==> src/rtl/core/hlhc_pkg.sv <==
`timescale 1ns / 1ps
// ----------------------------------------------------------------------------
// hlhc_pkg: shared types and constants for the heap compactor
// Field widths, item kinds, controller states and the command/status bundles
// passed between the controller and the datapath.
// ----------------------------------------------------------------------------
package hlhc_pkg;

	// defaults for the top-level parameters
	localparam int HEAP_WORDS_DEF = 1024;
	localparam int WORD_BITS_DEF  = 32;

	// field widths on the stream ports
	localparam int KIND_W   = 2;
	localparam int SLOT_W   = 10;
	localparam int DATA_W   = 32;
	localparam int OFF_W    = 11;
	localparam int HSIZE_W  = 11;
	localparam int HSTART_W = 10;

	localparam int IN_FIELDS_W  = SLOT_W + DATA_W + 1;
	localparam int IN_TDATA_W   = ((IN_FIELDS_W + 7) / 8) * 8;
	localparam int OUT_FIELDS_W = DATA_W + 1 + OFF_W + HSIZE_W + HSTART_W;
	localparam int OUT_TDATA_W  = ((OUT_FIELDS_W + 7) / 8) * 8;

	// item kinds
	localparam logic [KIND_W-1:0] KIND_WRITE   = 2'd0;
	localparam logic [KIND_W-1:0] KIND_READ    = 2'd1;
	localparam logic [KIND_W-1:0] KIND_COMPACT = 2'd2;

	typedef enum logic [2:0] {
		ST_CLEAR,
		ST_IDLE,
		ST_SCAN,
		ST_PREP,
		ST_MOVE,
		ST_RESULT
	} hlhc_state_t;

	typedef struct packed {
		logic clr;
		logic accept;
		logic scan;
		logic move_init;
		logic move;
		logic load_out;
	} hlhc_cmd_t;

	typedef struct packed {
		logic clr_last;
		logic scan_done;
		logic move_done;
	} hlhc_sts_t;

	// result word, last field in the lowest bits
	typedef struct packed {
		logic [HSTART_W-1:0]     hole_start;
		logic [HSIZE_W-1:0]      hole_size;
		logic signed [OFF_W-1:0] roffset;
		logic                    roccupied;
		logic [DATA_W-1:0]       rdata;
	} hlhc_res_t;

endpackage

==> src/rtl/core/hlhc_ctrl.sv <==
`timescale 1ns / 1ps
// ----------------------------------------------------------------------------
// hlhc_ctrl: sequencing FSM for the heap compactor
// Runs the clearing pass, takes one word at a time, steps the datapath through
// scan and move passes and owns the output valid flag.
// ----------------------------------------------------------------------------
module hlhc_ctrl (
	input  logic                      clk,
	input  logic                      arst_n,
	input  logic                      in_valid,
	input  logic [hlhc_pkg::KIND_W-1:0] in_kind,
	output logic                      in_ready,
	output logic                      out_valid,
	input  logic                      out_ready,
	input  hlhc_pkg::hlhc_sts_t       sts,
	output hlhc_pkg::hlhc_cmd_t       cmd
);

	hlhc_pkg::hlhc_state_t state_q, state_d;
	logic                  out_valid_q;
	logic                  out_free;

	assign out_free  = !out_valid_q || out_ready;
	assign out_valid = out_valid_q;

	always_ff @(posedge clk or negedge arst_n) begin
		if (!arst_n) begin
			state_q     <= hlhc_pkg::ST_CLEAR;
			out_valid_q <= 1'b0;
		end else begin
			state_q <= state_d;
			if (cmd.load_out) begin
				out_valid_q <= 1'b1;
			end else if (out_ready) begin
				out_valid_q <= 1'b0;
			end
		end
	end

	always_comb begin
		state_d  = state_q;
		cmd      = '0;
		in_ready = 1'b0;
		case (state_q)
			hlhc_pkg::ST_CLEAR: begin
				cmd.clr = 1'b1;
				if (sts.clr_last) begin
					state_d = hlhc_pkg::ST_IDLE;
				end
			end
			hlhc_pkg::ST_IDLE: begin
				in_ready = 1'b1;
				if (in_valid) begin
					cmd.accept = 1'b1;
					if (in_kind == hlhc_pkg::KIND_COMPACT) begin
						state_d = hlhc_pkg::ST_SCAN;
					end else begin
						state_d = hlhc_pkg::ST_RESULT;
					end
				end
			end
			hlhc_pkg::ST_SCAN: begin
				cmd.scan = 1'b1;
				if (sts.scan_done) begin
					state_d = hlhc_pkg::ST_PREP;
				end
			end
			hlhc_pkg::ST_PREP: begin
				// hole and stop are final here
				cmd.move_init = 1'b1;
				state_d       = hlhc_pkg::ST_MOVE;
			end
			hlhc_pkg::ST_MOVE: begin
				cmd.move = 1'b1;
				if (sts.move_done) begin
					state_d = hlhc_pkg::ST_RESULT;
				end
			end
			hlhc_pkg::ST_RESULT: begin
				if (out_free) begin
					cmd.load_out = 1'b1;
					state_d      = hlhc_pkg::ST_IDLE;
				end
			end
			default: begin
				state_d = hlhc_pkg::ST_IDLE;
			end
		endcase
	end

`ifndef ASSERT_OFF
	a_result_handoff: assert property (@(posedge clk) disable iff (!arst_n)
		(state_q == hlhc_pkg::ST_RESULT && out_free) |=>
		(state_q == hlhc_pkg::ST_IDLE && out_valid_q))
		else $error("result not handed to output register");
`endif

endmodule

==> config.mk <==
export PLATFORM = sky130hd
export DESIGN_NAME = hlhc_ctrl
export DESIGN_NICKNAME = d
export VERILOG_FILES = /design/src/rtl/core/hlhc_pkg.sv /design/src/rtl/core/hlhc_ctrl.sv
export SDC_FILE = /design/constraint.sdc
export NUM_CORES = 1
export LEC_CHECK = 0
export ABC_CLOCK_PERIOD_IN_PS = 1450
export BUFFER_PORTS_ARGS = -buffer_cell sky130_fd_sc_hd__clkbuf_2
export CORE_AREA = 8 8 45 47
export CTS_BUF_LIST = sky130_fd_sc_hd__clkbuf_4 sky130_fd_sc_hd__clkbuf_8 sky130_fd_sc_hd__clkbuf_16
export DETAILED_ROUTE_END_ITERATION = 7
export DIE_AREA = 0 0 53 55
export GPL_TIMING_DRIVEN = 0
export PLACE_DENSITY = 0.52
export SLEW_MARGIN = 20
export SYNTH_ARGS = -nofsm -noshare
export SYNTH_HDL_FRONTEND = slang
export SYNTH_SLANG_ARGS = --single-unit
==> constraint.sdc <==
create_clock -name clk -period 1.45 [get_ports clk]
set_clock_uncertainty 0.2 [all_clocks]
set_input_delay 0 -clock clk [delete_from_list [all_inputs] [get_ports clk]]
set_output_delay 0 -clock clk [all_outputs]
set_load 0.05 [all_outputs]
* Word level (Yosys, flattened, before mapping)
Cells that the tools add are included.
** Word-level totals
- Register bits after elaboration :: 4
- Input port bits :: 9
- Output and inout port bits :: 8
** Cells by class
- Eq/ne operators :: 11
- Muxes and demuxes :: 18
- Reductions and logical operators :: 5
** Operators by type and width (number)
- 2-to-1 mux 3 bit :: 6
- case mux 3 bit (6 select lines) :: 1
- 2-to-1 mux 1 bit :: 11
- != test 2 bit, second input constant :: 5
- == test 3 x 2 -> 1 bit, second input constant :: 2
- == test 3 bit, second input constant :: 2
- AND reduction 5 bit :: 1
- == test 3 x 1 -> 1 bit, second input constant :: 1
- zero test 3 bit :: 1
- == test 2 bit, second input constant :: 1
- nonzero test 2 bit :: 1
- zero test 1 bit :: 1
- logical OR 1 bit :: 1

* Depth between registers and ports, before layout
- Depth in word-level cells :: 5
- Mapped depth :: 4

* Least setup slack after synthesis
Ideal clock, no wire load.
- Path type :: reg-to-output
- Start :: reg state_q[1]
- End :: out cmd[4] (netlist name)
- Arrival :: 1.836 ns
- Data required time :: 1.250 ns
- Setup slack :: -0.586 ns
- Cell stages (with the launch flop) :: 5
- Buffers on the path :: 1
- Cell sequence :: dfrtp_1 buf_6 nand2b_1 nor2_1 and2_1
** RTL lines
- from (decl) :: RTL line hlhc_ctrl.sv:19 : hlhc_pkg::hlhc_state_t state_q, state_d;
- from (signal assigned) :: RTL line hlhc_ctrl.sv:28 : state_q <= hlhc_pkg::ST_CLEAR;
- from (signal assigned) :: RTL line hlhc_ctrl.sv:31 : state_q <= state_d;
- to (decl) :: RTL line hlhc_ctrl.sv:16 : output hlhc_pkg::hlhc_cmd_t cmd

==> results.toml <==
[run_status]
status = "finished with violations"
failed_checks = "setup timing"

[grt]
grt_antenna_before_repair = 0
grt_max_degree = 12
grt_pass1_vias = 352
grt_pass1_wl_um = 1540
grt.overflow.total = 0
grt_usage = 0.0745

[synthesis]
synth_cell_types = 21
synth-main-ff-cell = "dfrtp_1"
ys_warn_count = 0
ys_seq_elements = 4
syn_inst = 34
synth.top_cell.area_share = 0.354
synth.largest_area_cell = "dfrtp_1"
syn_avg_cell_area_um2 = 8.32
synth.area.top_cells = "dfrtp_1 35%, nand2b_1 8.8%, a21oi_1 7.1%, buf_6 4.0%, nand2_1 4.0%"
synthesis.area_um2 = 283
synth_edf_count = 0
ys_async_sr_fraction = 1.00
synth_common_cells = "4 x a21oi_1, 4 x dfrtp_1, 4 x nand2b_1"
seq_area_frac_synth = 0.354
synth.net_count = 43

[die]
fp.coreArea_um2 = 1380
ios = 17
dieArea_um2 = 2920
initial_core_util = 0.204
die_w_um = 53
die_h_um = 55
rows = 14

[sta]
relSlewSlack = 0.815
setup_tns_ns = -0.0591
finalHoldWorstSlack_ns = 0.331
rsz0062_at_grt = "true"
period_minus_slack_ns = 1.48
finalSetupViolCount = 2
setup_ws_ns = -0.0296
drv_slew = 0
period_share = 1.02
clock.fmax_mhz = 676
worst_pin_slew_ns = 0.278
hold_viol = 0

[drt]
drt_iter0_markers = 3
firstDrtPassIters = 3
via_count = 357
ant_nets = 0
route.detailed.drc = 0
vias_per_cell = 4.35
routed_wl_um = 958
wl_per_cell_um = 11.7

[clock_tree]
clock_sinks = 4
htree_levels = 1
cts.clk_slew.worst_paths_ns = 0.04
cts_buffers = 3
clk_path_buf_depth = 2
clkLatencyLatePin_ns = 0.24
cts_tree = "yes"
cts-root-buf = "clkbuf_4"

[critical_path]
cp.required_ns = 1.25
rr_startpoint = "state_q[1]"
path_max_fanout = 9
critPathLaunch = "state_q[1]"
critPathLaunchType = "flop"
end_kind = "output port"
critPathKind = "flop to output port"
crit_arrival_ns = 1.28

[placed_design]
dp_hpwl_um = 621
io_buffers = 16
pre_cts_ws_ns = 0.0482
dp_cells = 66
routabilityCongestion = 0.686

[job]
maxCapViolCount = 0

[cells_and_area]
drive_above_1_share = 0.500
fin_cells = 82
nets = 77
area_growth_pct = 117
diodes = 0
fillCellCount = 143

[min_path]
worstHoldStart = "out_valid"
hold_class = "flop to flop"

[pwr]
vdd_drop_max_uv = 727
powerDensity_nw_per_um2 = 1960
leakage_nw = 0.296
-- registers in the layout (all words and copies together) (netlist names) --
register	flops
state_q	3
out_valid	1
-- power by group --
group	total [mW]	internal, mW	switching, mW	leakage (nW)
combinational	0.845	0.368	0.477	0.234
clock	0.143	0.0929	0.0502	0.0138
sequential	0.215	0.156	0.0591	0.0480
total	1.20	0.617	0.586	0.296
-- cells in the final DEF, fill, tap and decap left out, types with 2 or more instances in the layout --
cell type	instances
buf_6	3
nor2_1	2
clkbuf_2	9
buf_4	6
dfrtp_1	3
clkbuf_4	6
nand2b_1	3
nand2_1	3
dlygate4sd3_1	9
a21oi_1	4
-- final timing paths --
check                             end  slack (ns)  depth (start not counted)
max in group asynchronous  state_q[2]        0.40                          3
setup / recovery               cmd[4]       -0.03                          5
hold / removal              out_valid        0.33                          2
hold reg to reg             out_valid        0.33                          2
min in group asynchronous   out_valid        0.45                          3
setup reg to reg           state_q[0]        0.01                          5
-- worst max-delay path: stages (launching register included) --
cell	delay, ns
dfrtp_1	0.36
buf_6	0.13
nand2b_4	0.14
nor2_4	0.09
and2_4	0.15
clkbuf_16	0.15
-- stage by stage --
step	utilization	instance area [um2]	power [mW]
final	0.443	613	1.20
after detailed placement	0.286	395	0.829
after global routing	0.443	613	1.28
after floorplan	-	295	0.692
after CTS	0.420	582	1.14
after global placement	0.286	395	0.822
-- timing repair --
action                                  CTS  global route
endpoints found under the setup margin    7             6
hold buffers                              9             0
hold endpoints to repair                  8             0
resized for setup                        13             8
pin swaps                                 2             4
cloned                                    0             0
setup buffers                             3             2
-- logic make-up after synthesis --
logic type	synth area share
buf+inv	0.0929
simple gates	0.381
mux	0.0354
flops	0.354
compound gates	0.137
-- metal layers --
layer / routed length [um] / track usage / vias to the layer above
li1: - / - / 178
met1: 380 / 0.0749 / 162
met2: 475 / 0.117 / 13
met3: 81 / 0.0321 / 4
met4: 19 / 0.0647 / 0
met5: 0 / 0 / -
-- final cells by class --
cell class	count	area [um2]	area share
repair buffers	30	254	0.414
multi-input cells	26	189	0.308
flip-flops and latches	4	101	0.165
clock buffers	3	22.5	0.0367
plain buffers	2	22.5	0.0367
well taps	16	20.0	0.0327
inverters	1	3.75	0.00612
Power figures use the tool's default switching activity.
